[config.mk]
export PLATFORM = sky130hd
export DESIGN_NAME = stop_and_wait_ack_receiver
export DESIGN_NICKNAME = d
export VERILOG_FILES = /design/src/hw/rtl/swar_pkg.sv /design/src/hw/rtl/swar_cfg.sv /design/src/hw/rtl/swar_core.sv /design/src/hw/rtl/stop_and_wait_ack_receiver.sv
export VERILOG_INCLUDE_DIRS = /design/src /design/src/hw/rtl
export SDC_FILE = /design/constraint.sdc
export NUM_CORES = 1
export LEC_CHECK = 0
export BUFFER_PORTS_ARGS = -buffer_cell sky130_fd_sc_hd__clkbuf_2
export CAP_MARGIN = 20
export CORE_ASPECT_RATIO = 0.6
export CORE_MARGIN = 3
export CORE_UTILIZATION = 40
export DETAILED_ROUTE_END_ITERATION = 6
export MAX_ROUTING_LAYER = met4
export PLACE_DENSITY = 0.65
export RECOVER_POWER = 100
export SYNTH_ARGS = -nofsm -noshare
export SYNTH_HDL_FRONTEND = slang
export SYNTH_HIERARCHICAL = 1
export SYNTH_SLANG_ARGS = --single-unit
[constraint.sdc]
create_clock -name clk -period 3.5 [get_ports clk]
set_input_delay 0.525 -clock clk [delete_from_list [all_inputs] [get_ports clk]]
set_output_delay 0.525 -clock clk [all_outputs]
set_load 0.005 [all_outputs]
[src/hw/rtl/stop_and_wait_ack_receiver_macros.svh]
// ----------------------------------------------------------------------------
// Assertion macros for the stop-and-wait acknowledgment receiver
// Concurrent checks that drop out of synthesis builds.
// ----------------------------------------------------------------------------
`ifndef STOP_AND_WAIT_ACK_RECEIVER_MACROS_SVH
`define STOP_AND_WAIT_ACK_RECEIVER_MACROS_SVH

`ifndef SYNTHESIS

// Same-cycle implication
`define SWAR_ASSERT_NOW(label, clk, rst_n, ante, cons) \
    label: assert property (@(posedge clk) disable iff (!rst_n) (ante) |-> (cons)) \
        else $error("swar check failed");

// Next-cycle implication
`define SWAR_ASSERT_NEXT(label, clk, rst_n, ante, cons) \
    label: assert property (@(posedge clk) disable iff (!rst_n) (ante) |=> (cons)) \
        else $error("swar check failed");

`else

`define SWAR_ASSERT_NOW(label, clk, rst_n, ante, cons)
`define SWAR_ASSERT_NEXT(label, clk, rst_n, ante, cons)

`endif

`endif

[src/hw/rtl/swar_pkg.sv]
// ----------------------------------------------------------------------------
// swar_pkg
// Types and constants shared by the stop-and-wait acknowledgment receiver.
// ----------------------------------------------------------------------------
package swar_pkg;

    localparam int unsigned ADDR_W = 4;
    localparam int unsigned DATA_W = 32;

    // register indexes (byte address = 4 * index)
    localparam logic [1:0] REG_FLAG    = 2'd0;
    localparam logic [1:0] REG_ADDRESS = 2'd1;
    localparam logic [1:0] REG_LIMIT   = 2'd2;

    localparam logic [7:0] FLAG_RESET    = 8'h7E;
    localparam logic [7:0] ADDRESS_RESET = 8'h03;
    localparam logic [7:0] LIMIT_RESET   = 8'd3;

    // supervisory control codes
    localparam logic [7:0] RR_BASE  = 8'h05;
    localparam logic [7:0] REJ_BASE = 8'h01;

    typedef enum logic [1:0] {
        CMD_BYTE   = 2'd0,
        CMD_EXPIRY = 2'd1,
        CMD_START  = 2'd2
    } cmd_t;

    typedef enum logic [1:0] {
        ACT_NONE = 2'd0,
        ACT_SEND = 2'd1,
        ACT_ACK  = 2'd2,
        ACT_FAIL = 2'd3
    } action_t;

    typedef enum logic [2:0] {
        PS_START = 3'd0,
        PS_FLAG  = 3'd1,
        PS_ADDR  = 3'd2,
        PS_CTRL  = 3'd3,
        PS_BCC   = 3'd4
    } parse_state_t;

    typedef struct packed {
        logic [7:0] flag_byte;
        logic [7:0] address_byte;
        logic [7:0] timeout_limit;
    } cfg_t;

    typedef struct packed {
        action_t action;
        logic    seq_bit;
    } result_t;

    function automatic logic [7:0] rr_code(input logic n);
        rr_code = RR_BASE | {n, 7'd0};
    endfunction

    function automatic logic [7:0] rej_code(input logic n);
        rej_code = REJ_BASE | {n, 7'd0};
    endfunction

endpackage

[src/hw/rtl/swar_cfg.sv]
// ----------------------------------------------------------------------------
// swar_cfg
// APB register file: flag byte, address byte and timeout limit.
// ----------------------------------------------------------------------------
module swar_cfg
(
    input  logic                        clk,
    input  logic                        rst_n,
    input  logic                        psel,
    input  logic                        penable,
    input  logic                        pwrite,
    input  logic [swar_pkg::ADDR_W-1:0] paddr,
    input  logic [swar_pkg::DATA_W-1:0] pwdata,
    output logic [swar_pkg::DATA_W-1:0] prdata,
    output logic                        pready,
    output swar_pkg::cfg_t              cfg
);

    swar_pkg::cfg_t cfg_reg;
    swar_pkg::cfg_t cfg_next;
    logic           wr_en;
    logic [1:0]     reg_idx;

    assign pready  = 1'b1;
    assign wr_en   = psel && penable && pwrite;
    assign reg_idx = paddr[3:2];

    always_comb
    begin
        cfg_next = cfg_reg;
        if (wr_en)
        begin
            case (reg_idx)
                swar_pkg::REG_FLAG:    cfg_next.flag_byte     = pwdata[7:0];
                swar_pkg::REG_ADDRESS: cfg_next.address_byte  = pwdata[7:0];
                swar_pkg::REG_LIMIT:   cfg_next.timeout_limit = pwdata[7:0];
                default:               cfg_next = cfg_reg;
            endcase
        end
    end

    always_ff @(posedge clk or negedge rst_n)
    begin
        if (!rst_n)
        begin
            cfg_reg.flag_byte     <= swar_pkg::FLAG_RESET;
            cfg_reg.address_byte  <= swar_pkg::ADDRESS_RESET;
            cfg_reg.timeout_limit <= swar_pkg::LIMIT_RESET;
        end
        else
        begin
            cfg_reg <= cfg_next;
        end
    end

    always_comb
    begin
        case (reg_idx)
            swar_pkg::REG_FLAG:    prdata = {24'd0, cfg_reg.flag_byte};
            swar_pkg::REG_ADDRESS: prdata = {24'd0, cfg_reg.address_byte};
            swar_pkg::REG_LIMIT:   prdata = {24'd0, cfg_reg.timeout_limit};
            default:               prdata = '0;
        endcase
    end

    assign cfg = cfg_reg;

endmodule

[src/hw/rtl/swar_core.sv]
// ----------------------------------------------------------------------------
// swar_core
// Frame parser, sequence bit, expiry counter and armed flag; one item per fire.
// ----------------------------------------------------------------------------
`include "stop_and_wait_ack_receiver_macros.svh"

module swar_core
(
    input  logic                clk,
    input  logic                rst_n,
    input  logic                fire,
    input  logic [1:0]          cmd,
    input  logic [7:0]          rx_byte,
    input  swar_pkg::cfg_t      cfg,
    output swar_pkg::result_t   result
);

    swar_pkg::parse_state_t ps_reg;
    swar_pkg::parse_state_t ps_next;
    logic [7:0]             ctrl_reg;
    logic [7:0]             ctrl_next;
    logic                   seq_reg;
    logic                   seq_next;
    logic [8:0]             cnt_reg;
    logic [8:0]             cnt_next;
    logic                   active_reg;
    logic                   active_next;
    swar_pkg::action_t      act;
    logic [8:0]             cnt_inc;
    logic                   frame_done;
    logic                   is_ctrl;

    assign cnt_inc = cnt_reg + 9'd1;
    assign is_ctrl = (rx_byte == swar_pkg::rr_code(1'b0)) || (rx_byte == swar_pkg::rr_code(1'b1))
                  || (rx_byte == swar_pkg::rej_code(1'b0))
                  || (rx_byte == swar_pkg::rej_code(1'b1));

    always_comb
    begin
        ps_next     = ps_reg;
        ctrl_next   = ctrl_reg;
        seq_next    = seq_reg;
        cnt_next    = cnt_reg;
        active_next = active_reg;
        act         = swar_pkg::ACT_NONE;
        frame_done  = 1'b0;

        case (cmd)
            swar_pkg::CMD_START:
            begin
                active_next = 1'b1;
                cnt_next    = '0;
                ps_next     = swar_pkg::PS_START;
                act         = swar_pkg::ACT_SEND;
            end
            swar_pkg::CMD_EXPIRY:
            begin
                if (active_reg)
                begin
                    cnt_next = cnt_inc;
                    if (cnt_inc > {1'b0, cfg.timeout_limit})
                    begin
                        active_next = 1'b0;
                        ps_next     = swar_pkg::PS_START;
                        act         = swar_pkg::ACT_FAIL;
                    end
                    else
                    begin
                        act = swar_pkg::ACT_SEND;
                    end
                end
            end
            swar_pkg::CMD_BYTE:
            begin
                if (active_reg)
                begin
                    // address wins over flag after a flag; flag wins over control after
                    // an address and over BCC after a control byte
                    case (ps_reg)
                        swar_pkg::PS_FLAG:
                        begin
                            if (rx_byte == cfg.address_byte)
                                ps_next = swar_pkg::PS_ADDR;
                            else if (rx_byte != cfg.flag_byte)
                                ps_next = swar_pkg::PS_START;
                        end
                        swar_pkg::PS_ADDR:
                        begin
                            if (rx_byte == cfg.flag_byte)
                                ps_next = swar_pkg::PS_FLAG;
                            else if (is_ctrl)
                            begin
                                ctrl_next = rx_byte;
                                ps_next   = swar_pkg::PS_CTRL;
                            end
                            else
                                ps_next = swar_pkg::PS_START;
                        end
                        swar_pkg::PS_CTRL:
                        begin
                            if (rx_byte == cfg.flag_byte)
                                ps_next = swar_pkg::PS_FLAG;
                            else if (rx_byte == (cfg.address_byte ^ ctrl_reg))
                                ps_next = swar_pkg::PS_BCC;
                            else
                                ps_next = swar_pkg::PS_START;
                        end
                        swar_pkg::PS_BCC:
                        begin
                            ps_next    = swar_pkg::PS_START;
                            frame_done = (rx_byte == cfg.flag_byte);
                        end
                        default:
                        begin
                            ps_next = (rx_byte == cfg.flag_byte) ? swar_pkg::PS_FLAG
                                                                 : swar_pkg::PS_START;
                        end
                    endcase

                    if (frame_done)
                    begin
                        if (ctrl_reg == swar_pkg::rej_code(seq_reg))
                        begin
                            cnt_next = '0;
                            act      = swar_pkg::ACT_SEND;
                        end
                        else if (ctrl_reg == swar_pkg::rr_code(!seq_reg))
                        begin
                            seq_next    = !seq_reg;
                            active_next = 1'b0;
                            act         = swar_pkg::ACT_ACK;
                        end
                        else
                        begin
                            active_next = 1'b0;
                            act         = swar_pkg::ACT_FAIL;
                        end
                    end
                end
            end
            default:
            begin
                act = swar_pkg::ACT_NONE;
            end
        endcase
    end

    always_ff @(posedge clk or negedge rst_n)
    begin
        if (!rst_n)
        begin
            ps_reg     <= swar_pkg::PS_START;
            ctrl_reg   <= '0;
            seq_reg    <= 1'b0;
            cnt_reg    <= '0;
            active_reg <= 1'b0;
        end
        else if (fire)
        begin
            ps_reg     <= ps_next;
            ctrl_reg   <= ctrl_next;
            seq_reg    <= seq_next;
            cnt_reg    <= cnt_next;
            active_reg <= active_next;
        end
    end

    assign result.action  = act;
    assign result.seq_bit = seq_next;

    `SWAR_ASSERT_NEXT(a_start_arms, clk, rst_n, fire && (cmd == swar_pkg::CMD_START), active_reg && (ps_reg == swar_pkg::PS_START) && (cnt_reg == 9'd0))
    `SWAR_ASSERT_NEXT(a_ack_toggles, clk, rst_n, fire && (act == swar_pkg::ACT_ACK), !active_reg && (seq_reg != $past(seq_reg)))
    `SWAR_ASSERT_NEXT(a_fail_disarms, clk, rst_n, fire && (act == swar_pkg::ACT_FAIL), !active_reg && (seq_reg == $past(seq_reg)))
    `SWAR_ASSERT_NOW(a_idle_quiet, clk, rst_n, !active_reg && (cmd != swar_pkg::CMD_START), act == swar_pkg::ACT_NONE)

endmodule

[src/hw/rtl/stop_and_wait_ack_receiver.sv]
// Path: an accepted input transfer enters the input register and then the result
// register, which drives out_valid. Throughput: one item per cycle unless out_stall
// holds the result register; each of the two registers holds one item, and the
// protocol state updates as an item leaves the input register.
// Reset (rst_n low, asynchronous): pipeline empty, parser waiting, sequence 0,
// count 0, disarmed; registers back to flag 0x7E, address 0x03, limit 3.
// ----------------------------------------------------------------------------
// stop_and_wait_ack_receiver
// Sender side of a stop-and-wait link: parses RR/REJ responses and timeouts.
// ----------------------------------------------------------------------------
`include "stop_and_wait_ack_receiver_macros.svh"

module stop_and_wait_ack_receiver
(
    input  logic                        clk,
    input  logic                        rst_n,
    input  logic                        psel,
    input  logic                        penable,
    input  logic                        pwrite,
    input  logic [swar_pkg::ADDR_W-1:0] paddr,
    input  logic [swar_pkg::DATA_W-1:0] pwdata,
    output logic [swar_pkg::DATA_W-1:0] prdata,
    output logic                        pready,
    input  logic                        in_valid,
    output logic                        in_stall,
    input  logic [1:0]                  cmd,
    input  logic [7:0]                  rx_byte,
    output logic                        out_valid,
    input  logic                        out_stall,
    output logic [1:0]                  action,
    output logic                        seq_bit
);

    swar_pkg::cfg_t    cfg;
    swar_pkg::result_t result;

    logic       s1_valid_reg;
    logic [1:0] s1_cmd_reg;
    logic [7:0] s1_byte_reg;
    logic       out_valid_reg;
    logic [1:0] out_action_reg;
    logic       out_seq_reg;
    logic       advance;
    logic       in_take;

    swar_cfg u_cfg
    (
        .clk     (clk),
        .rst_n   (rst_n),
        .psel    (psel),
        .penable (penable),
        .pwrite  (pwrite),
        .paddr   (paddr),
        .pwdata  (pwdata),
        .prdata  (prdata),
        .pready  (pready),
        .cfg     (cfg)
    );

    // item moves from the input register into the result register
    assign advance  = s1_valid_reg && (!out_valid_reg || !out_stall);
    assign in_stall = s1_valid_reg && !advance;
    assign in_take  = in_valid && !in_stall;

    swar_core u_core
    (
        .clk     (clk),
        .rst_n   (rst_n),
        .fire    (advance),
        .cmd     (s1_cmd_reg),
        .rx_byte (s1_byte_reg),
        .cfg     (cfg),
        .result  (result)
    );

    always_ff @(posedge clk or negedge rst_n)
    begin
        if (!rst_n)
        begin
            s1_valid_reg  <= 1'b0;
            out_valid_reg <= 1'b0;
        end
        else
        begin
            if (in_take)
                s1_valid_reg <= 1'b1;
            else if (advance)
                s1_valid_reg <= 1'b0;

            if (advance)
                out_valid_reg <= 1'b1;
            else if (!out_stall)
                out_valid_reg <= 1'b0;
        end
    end

    always_ff @(posedge clk)
    begin
        if (in_take)
        begin
            s1_cmd_reg  <= cmd;
            s1_byte_reg <= rx_byte;
        end
        if (advance)
        begin
            out_action_reg <= result.action;
            out_seq_reg    <= result.seq_bit;
        end
    end

    assign out_valid = out_valid_reg;
    assign action    = out_action_reg;
    assign seq_bit   = out_seq_reg;

    `SWAR_ASSERT_NEXT(a_take_loads, clk, rst_n, in_take, s1_valid_reg)
    `SWAR_ASSERT_NEXT(a_advance_shows, clk, rst_n, advance, out_valid_reg)
    `SWAR_ASSERT_NOW(a_no_stall_when_empty, clk, rst_n, !s1_valid_reg, !in_stall)

endmodule

---- After elaboration in Yosys (flattened, before gate mapping) ----
Cells that the tools add are included.
word-level totals
  flip-flop bits (word level) ............. 61
  bits of input ports ..................... 53
  output and inout bits ................... 38
  word-level logic and storage cells ...... 111
cells by class
  add/sub/neg operators ................... 1
  $lt $le $gt $ge ......................... 1
  equality and inequality tests ........... 25
  mux-type cells .......................... 43
  bitwise gates (word level) .............. 2
  reduce and logical (&&, ||, !) cells .... 25
operators by type and width
  kind                                           number
  == test 8 bit                                  5
  2-to-1 mux 9 bit                               4
  one-hot mux 9 bit (3 select lines)             1
  2-to-1 mux 3 bit                               8
  one-hot mux 8 bit (3 select lines)             1
  2-to-1 mux 1 bit                               19
  AND reduction 6 bit                            3
  == test 8 bit, second input constant           2
  2-to-1 mux 2 bit                               6
  != test 2 x 1 -> 1 bit, second input constant  6
  one-hot mux 3 bit (4 select lines)             1
  adder 9 x 1 -> 9 bit, second input constant    1
  greater-than comparator 9 x 8 -> 1 bit         1
  one-hot mux 3 bit (3 select lines)             1
  == test 8 x 1 -> 1 bit, second input constant  1
  == test 8 x 3 -> 1 bit, second input constant  1
  != test 8 bit                                  1
  AND reduction 2 bit                            4
  bitwise XOR 8 bit                              1
  == test 3 x 2 -> 1 bit, second input constant  2
  one-hot mux 2 bit (3 select lines)             1
  logical AND 1 bit                              5
  logical NOT 1 bit                              5
  == test 2 x 1 -> 1 bit, second input constant  2
  10 further kinds                               15

---- Longest topological paths before layout ----
Gate-level depths: netlist of the first run.
  depth after elaboration ................. 9
  depth in mapped cells ................... 11
  gate-level depth less buffers ........... 11

---- Modules after synthesis ----
The synthesis of the first run kept the hierarchy.
modules (own cells, without submodules)
  module                      instances  cells an instance  area an instance (um2)  sequential area each (um2)
  swar_core                   1          189                1734.2                  550.5
  swar_cfg                    1          108                1346.3                  613.1
  stop_and_wait_ack_receiver  1          21                 483.0                   440.4

---- Least setup slack after synthesis of the first run ----
Ideal clock, no wire load.
  path type ............................... reg2reg
  from .................................... reg u_core.cnt_reg[0]
  to ...................................... reg u_core.ps_reg[0]
  library setup time ...................... 0.126 ns
  data arrival time ....................... 2.323 ns
  required time ........................... 3.374 ns
  path slack .............................. 1.051 ns
  stages on the path, launching flop included .. 12
  buffers on the path ..................... 0
  clock period less this slack ............ 2.449 ns
  path through ............................ dfrtp_1 -> ha_1 -> nand3_1 -> nor2_1 -> xnor2_1 -> ha_1 -> a211oi_1 -> o211ai_1 -> a31oi_1 -> o211ai_1 -> o221a_2 -> a2bb2oi_1
between the ends
  longest elaborated chain between the ends .. 4
ends and longest elaborated chain
  item                                    RTL line          RTL
  start, declared                         swar_core.sv:24   logic [8:0] cnt_reg;
  start signal, assigned                  swar_core.sv:163  cnt_reg <= cnt_next;
  adder 9 x 1 -> 9 bit                    swar_core.sv:33   assign cnt_inc = cnt_reg + 9'd1;
  greater-than comparator 9 x 8 -> 1 bit  swar_core.sv:61   if (cnt_inc > {1'b0, cfg.timeout_limit})
  != test 2 x 1 -> 1 bit (no line)        --
  AND reduction 6 bit (no line)           --
  end signal, assigned                    swar_core.sv:152  ps_reg <= swar_pkg::PS_START;
  end signal, assigned                    swar_core.sv:160  ps_reg <= ps_next;
  end, declared                           swar_core.sv:18   swar_pkg::parse_state_t ps_reg;
Every way passes these cells.
A chain may end at the register's enable or synchronous reset.

---- Final worst setup path of the first run ----
  from .................................... reg u_core.cnt_reg[0]
  to ...................................... reg u_core.ps_reg[1]
Same word-level chain as after synthesis.

==> qor.yml, run 1 <==
clock_network:
  cts_buffers: 9
  clock_latency_ns: 0.34
  clock-root-buffer: "clkbuf_16"
  cts-htree-levels: 3
  cts_sinks: 61
  cts_setup_buffers: 0
  postCtsHoldBufs: 0
  cts_tree: "yes"
  path_clk_slew_ns: 0.05
  clockBufferDepth: 2
  cts_resized: 0
floorplan:
  fp-row-count: 25
  die_area_um2: 10100
  boundaryPins: 91
  die_x_um: 128
  design.core.area_um2: 8260
  die_h_um: 79.1
  initial_core_util: 0.432
critical_path:
  critPathKind: "reg -> reg"
  cp_max_fo: 6
  critPathRequiredTime_ns: 3.71
  critPathLaunch: "u_core/cnt_reg[0]$_DFFE_PN0P_"
  cp_top_family: "compound AO/OA/AOI/OAI gates"
  crit_path_start_kind: "flop"
  worstPathArrival_ns: 3.15
  max_stage_delay_ns: 0.41
  cp_cell_sequence: "ha_1 > nand3_1 > nor2_1 > xnor2_1 > ha_1 > a211oi_1 > o211ai_1 > a31oi_1 > o211ai_1 > o21a_1 > mux2i_1"
  crit_slowest_cell: "dfrtp_1"
  end_kind: "flop"
  r2r_start: "u_core/cnt_reg[0]$_DFFE_PN0P_"
  crit_buf_inv: 0
synthesis:
  yosysWarnings: 6
  ys_top_cells_by_count: "dfrtp_1, buf_4, xnor2_1"
  synth_area_um2: 3560
  synth.top_cell.area_share: 0.267
  synthTopCellsByArea: "dfrtp_1, edfxtp_1, dfstp_2"
  synth-main-ff-cell: "dfrtp_1"
  avgSynthCellArea_um2: 11.2
  synth-seq-cells: 61
  synth-edff-count: 13
  synth_top_area_cell: "dfrtp_1"
  yosysMostFrequentCell: "dfrtp_1"
  yosys.cell_types.count: 53
  synth_cells: 318
  synth-async-reset-ratio: 0.787
  seq_area_frac_synth: 0.450
final_layout:
  area_growth_pct: 11.6
  utilization: 0.482
  layout.nets: 423
  final_area_um2: 3980
  diodes: 0
  largest_reg_flops: 24
  drive_gt1_frac: 0.219
grt:
  grt_pass1_wl_um: 12200
  antenna_found_initial: 0
  grt_max_degree: 32
  grt-ovfl-total: 0
  grt_pass1_vias: 2301
  grtUsageTotal: 0.165
drt:
  dr.pass1.iters: 4
  via_count: 2371
  avgViaCountPerCell: 5.00
  initialDrtViolationCount: 138
  drc: 0
  wl_per_cell_um: 16.3
  totalWireLength_um: 7710
  ant_nets: 0
hold_path:
  hp-start: "rx_byte[3]"
  hold_class: "in -> reg"
sta:
  drv_slew: 32
  max_clock_freq_ghz: 0.340
  fin_skew_ns: 0.00815
  rsz0062_at_grt: "no"
  finalHoldViolations: 0
  finalCriticalPeriod_ns: 2.94
  finalSetupViolCount: 0
  period_share: 0.840
  slew_headroom: -0.150
  tns_ns: 0
  worst_slew_pin_slew_ns: 1.73
status:
  status: "finished with violations"
  violations: "max-capacitance violations, max-slew violations"
placed_design:
  dp_hpwl_um: 5780
  gp_congestion: 0.838
  placed_area_um2: 3760
  portBuffers: 39
power_and_ir_drop:
  p_per_area_nw_per_um2: 586
  finalPower_mw: 2.33
  vdd_drop_max_v: 0.000264
  p_leak_nw: 1.71
job:
  drv_cap: 1
[cell families after synthesis]
| logic type | Yosys count | share of synthesized area |
|---|---|---|
| XOR/XNOR | 33 | 0.0811 |
| adder cells (fa/ha/maj) | 9 | 0.0316 |
| buffers and inverters | 48 | 0.0832 |
| multiplexers | 40 | 0.132 |
| flip-flops | 61 | 0.450 |
| AND/OR/NAND/NOR | 83 | 0.144 |
| AO/OA/AOI/OAI | 42 | 0.0751 |
| other | 2 | 0.00211 |
[metrics by stage]
step	std cells	hold slack, ns	setup WS (ns)
3_5_place_dp	458	0.497	0.595
4_1_cts	474	0.293	0.563
6_report	474	0.366	0.560
5_1_grt	474	0.347	0.296
3_3_place_gp	458	0.474	0.726
2_1_floorplan	341	0.229	1.05
[worst paths after layout]
| check | to | slack (ns) | depth (start not counted) |
|---|---|---|---|
| min in group asynchronous | u_core/cnt_reg[7]$_DFFE_PN0P_ | 0.64 | 1 |
| setup / recovery | u_core/ps_reg[1]$_DFFE_PN0P_ | 0.56 | 11 |
| max in group asynchronous | u_core/ps_reg[2]$_DFFE_PN0P_ | 1.27 | 2 |
| hold reg to reg | out_valid$_DFFE_PN0P_ | 0.49 | 1 |
| setup reg to reg | u_core/ps_reg[1]$_DFFE_PN0P_ | 0.56 | 11 |
| hold / removal | s1_byte_reg[3]$_DFFE_PP_ | 0.37 | 1 |
[cells in the final DEF, fill, tap and decap left out, types with 2 or more instances in the layout]
| cell | count |
|---|---|
| dfrtp_1 | 38 |
| clkbuf_2 | 32 |
| conb_1 | 25 |
| xnor2_1 | 24 |
| nand2_1 | 20 |
| mux2_2 | 17 |
| inv_1 | 16 |
| o21ai_0 | 14 |
| edfxtp_1 | 13 |
| mux2i_1 | 13 |
| clkbuf_1 | 11 |
| clkbuf_16 | 10 |
| mux2_1 | 10 |
| nand4_1 | 10 |
| dfstp_2 | 9 |
| nor2_1 | 9 |
| a21oi_1 | 9 |
| xor2_1 | 9 |
| ha_1 | 9 |
| nand3_1 | 6 |
| and2_0 | 5 |
| nor3_1 | 5 |
| nand2b_1 | 4 |
| nor2b_1 | 4 |
| a31oi_1 | 4 |
| nor4_1 | 3 |
| o21a_1 | 3 |
| o221ai_1 | 3 |
| nor3b_1 | 2 |
| and3_1 | 2 |
| nand4b_1 | 2 |
| o211ai_1 | 2 |
[per-layer routing]
layer,track usage,vias to the layer above,wire length (um)
met1,0.247,1147,4050
li1,-,1160,-
met3,0.0551,9,383
met4,0.0572,0,85
met2,0.204,55,3190
met5,-,-,0
[power breakdown]
group          switching, mW  leakage [nW]  total (mW)  internal (mW)
clock network          0.318         0.155       0.931          0.613
registers              0.115         0.725       0.966          0.851
logic                  0.221         0.828       0.436          0.215
total                  0.654          1.71        2.33           1.68
[final cells by class]
cell class	instances	area [um2]
Multi-Input combinational cell	232	1670
Clock inverter	3	41.3
Fill cell	806	4280
Inverter	16	60.1
Clock buffer	13	272
Tap cell	108	135
Sequential cell	61	1600
Timing Repair Buffer	41	194
Note: power is estimated with default switching activity, not from simulation.
==> run 2: changes to the inputs <==
==> constraint.sdc (replaced) <==
create_clock -name clk -period 2.9 [get_ports clk]
set_input_delay 0.435 -clock clk [delete_from_list [all_inputs] [get_ports clk]]
set_output_delay 0.435 -clock clk [all_outputs]
set_load 0.005 [all_outputs]
==> run 2 against run 1 <==
- the run still ends with max-capacitance violations, max-slew violations left
- critical path type unchanged
- largest power group unchanged
- utilization shrank 0.24 points
- wire length shrank 0.48%
- clock power grew 8%
- die area is the same
- final area shrank 0.50%
- non-clock buffer count grew 2
- sequential share of layout area grew 0.24 points
- first-iteration DRC count grew 17%
- sequential cell count is the same
- sequential power grew 21%
- cell count grew 0.42%
==> qor.yml, run 2 (synthesis results as in run 1) <==
sta:
  drv_slew: 29  # was 32
  finalSetupViolCount: 0  # unchanged
  finalCriticalPeriod_ns: 2.65  # was 2.94 ns
  rsz0062_at_grt: "no"  # unchanged
  max_clock_freq_ghz: 0.377  # was 0.340 GHz
  finalHoldViolations: 0  # unchanged
  fin_skew_ns: 0.00807  # was 0.00815 ns
  period_share: 0.914  # was 0.840
  slew_headroom: -0.0541  # was -0.150
  tns_ns: 0  # unchanged
  fin_hold_ws_ns: 0.279  # was 0.366 ns
  worst_slew_pin_slew_ns: 1.58  # was 1.73 ns
floorplan:
  initial_core_util: 0.432  # unchanged
  design.core.area_um2: 8260  # unchanged
  fp-row-count: 25  # unchanged
  die_area_um2: 10100  # unchanged
  die_h_um: 79.1  # unchanged
  die_x_um: 128  # unchanged
  boundaryPins: 91  # unchanged
critical_path:
  crit_slowest_cell: "dfrtp_1"  # unchanged
  end_kind: "flop"  # unchanged
  r2r_start: "u_core/cnt_reg[2]$_DFFE_PN0P_"  # was u_core/cnt_reg[0]$_DFFE_PN0P_
  reg2reg_slack_ns: 0.25  # was 0.56 ns
  timing.rr.end: "u_core/ps_reg[2]$_DFFE_PN0P_"  # was u_core/ps_reg[1]$_DFFE_PN0P_
  crit_path_start_kind: "flop"  # unchanged
  max_stage_delay_ns: 0.43  # was 0.41 ns
  critPathRequiredTime_ns: 3.15  # was 3.71 ns
  cp_cell_sequence: "and3_1 > nor4b_1 > xnor2_1 > ha_1 > nand4_1 > o221ai_1 > o211ai_1 > o21a_1 > mux2i_1"  # was ha_1 > nand3_1 > nor2_1 > xnor2_1 > ha_1 > a211oi_1 > o211ai_1 > a31oi_1 > o211ai_1 > o21a_1 > mux2i_1
  worstPathArrival_ns: 2.90  # was 3.15 ns
  cp_max_fo: 5  # was 6
  reg2regPathDepth: 9  # was 11
  critPathKind: "reg -> reg"  # unchanged
job:
  drv_cap: 1  # unchanged
clock_network:
  cts_setup_buffers: 0  # unchanged
  clock_latency_ns: 0.33  # was 0.34 ns
  clockBufferDepth: 2  # unchanged
  path_clk_slew_ns: 0.05  # about the same
  cts_sinks: 61  # unchanged
  cts_resized: 0  # unchanged
  cts-htree-levels: 3  # unchanged
  cts_tree: "yes"  # unchanged
  postCtsHoldBufs: 0  # unchanged
  clock-root-buffer: "clkbuf_16"  # unchanged
  cts_buffers: 9  # unchanged
placed_design:
  gp_congestion: 0.854  # was 0.838
  placed_area_um2: 3770  # was 3760 um2
  dp_hpwl_um: 5710  # was 5780 um
  portBuffers: 39  # unchanged
power_and_ir_drop:
  finalPower_mw: 2.70  # was 2.33 mW
  pwr-share-seq: 0.432  # was 0.414
  p_leak_nw: 1.69  # was 1.71 nW
  p_per_area_nw_per_um2: 683  # was 586 nW/um2
  switching_share: 0.282  # was 0.280
  pwr-share-comb: 0.194  # was 0.187
  vdd_drop_max_v: 0.000374  # was 0.000264 V
  p_int_mw: 1.94  # was 1.68 mW
  switchingPower_mw: 0.763  # was 0.654 mW
  clockPowerShare: 0.374  # was 0.399
drt:
  avgViaCountPerCell: 5.02  # was 5.00
  via_count: 2390  # was 2371
  ant_nets: 0  # unchanged
  drc: 0  # unchanged
  dr.pass1.iters: 4  # unchanged
  initialDrtViolationCount: 161  # was 138
  totalWireLength_um: 7680  # was 7710 um
  wl_per_cell_um: 16.1  # was 16.3 um
final_layout:
  area_growth_pct: 11.1  # was 11.6%
  drive_gt1_frac: 0.220  # was 0.219
  diodes: 0  # unchanged
  largest_reg_flops: 24  # unchanged
  layout.nets: 425  # was 423
  final_common_cell: "dfrtp_1"  # unchanged
  layout_common_cells: "dfrtp_1, clkbuf_2, conb_1"  # unchanged
  final_area_um2: 3960  # was 3980 um2
grt:
  grt_max_degree: 29  # was 32
  grt_pass1_wl_um: 12600  # was 12200 um
  grtUsageTotal: 0.167  # was 0.165
  grt-ovfl-total: 0  # unchanged
  grt_pass1_vias: 2366  # was 2301
  antenna_found_initial: 0  # unchanged
hold_path:
  hold_class: "in -> reg"  # unchanged
  min_path_cells: 1  # unchanged
  min_to: "s1_byte_reg[5]$_DFFE_PP_"  # was s1_byte_reg[3]$_DFFE_PP_
  hp-start: "rx_byte[5]"  # was rx_byte[3]
status:
  violations: "max-capacitance violations, max-slew violations"  # unchanged
  status: "finished with violations"  # unchanged
## run 2: routing by layer
metal  vias up  share of wire  global-route usage
met2        48           0.40               0.216
met3        12          0.044              0.0517
met1      1163           0.54               0.247
li1       1167              -                   -
met4         0          0.013              0.0508
met5         -              0                   -
## run 2: power by group through the flow
stage | registers (mW) | logic [mW] | clock network (mW)
floorplan | 1.13 | 0.437 | 0
global placement | 1.18 | 0.531 | 0
detailed placement | 1.18 | 0.552 | 0
CTS | 1.17 | 0.554 | 1.04
global route | 1.18 | 0.594 | 1.08
finish | 1.17 | 0.524 | 1.01
## run 2: layout make-up
cell class / count / area [um2]
fillers: 784 / 4300
multi-input cells: 232 / 1670
flip-flops and latches: 61 / 1610
clock buffers: 15 / 279
repair buffers: 43 / 205
well taps: 108 / 135
inverters: 16 / 60.1
clock inverters: 1 / 5.00
## run 2: critical path: cells and delay by family (launching register included)
kind | cells | cell delay (ns)
AO/OA/AOI/OAI | 3 | 0.75
AND/OR/NAND/NOR | 3 | 0.69
flip-flops | 1 | 0.43
adder cells (fa/ha/maj) | 1 | 0.29
XOR/XNOR | 1 | 0.21
multiplexers | 1 | 0.20
## run 2: through the flow
step | instances | setup WS [ns] | utilization
finish | 476 | 0.250 | 0.479
global route | 476 | 0.0209 | 0.479
CTS | 476 | 0.0453 | 0.491
detailed placement | 460 | 0.0668 | 0.457
global placement | 460 | 0.118 | 0.457
floorplan | 341 | 0.451 | -
## run 2: worst max path at each step
stage,from,to,slack [ns]
floorplan,u_core/cnt_reg[0]$_DFFE_PN0P_,u_core/ps_reg[0]$_DFFE_PN0P_,0.45
CTS,u_core/cnt_reg[0]$_DFFE_PN0P_,u_core/ps_reg[2]$_DFFE_PN0P_,0.05
detailed placement,u_core/cnt_reg[0]$_DFFE_PN0P_,u_core/ps_reg[1]$_DFFE_PN0P_,0.07
global route,u_core/cnt_reg[0]$_DFFE_PN0P_,u_core/ps_reg[1]$_DFFE_PN0P_,0.02
global placement,u_core/cnt_reg[0]$_DFFE_PN0P_,u_core/ps_reg[1]$_DFFE_PN0P_,0.12
finish,u_core/cnt_reg[2]$_DFFE_PN0P_,u_core/ps_reg[2]$_DFFE_PN0P_,0.25
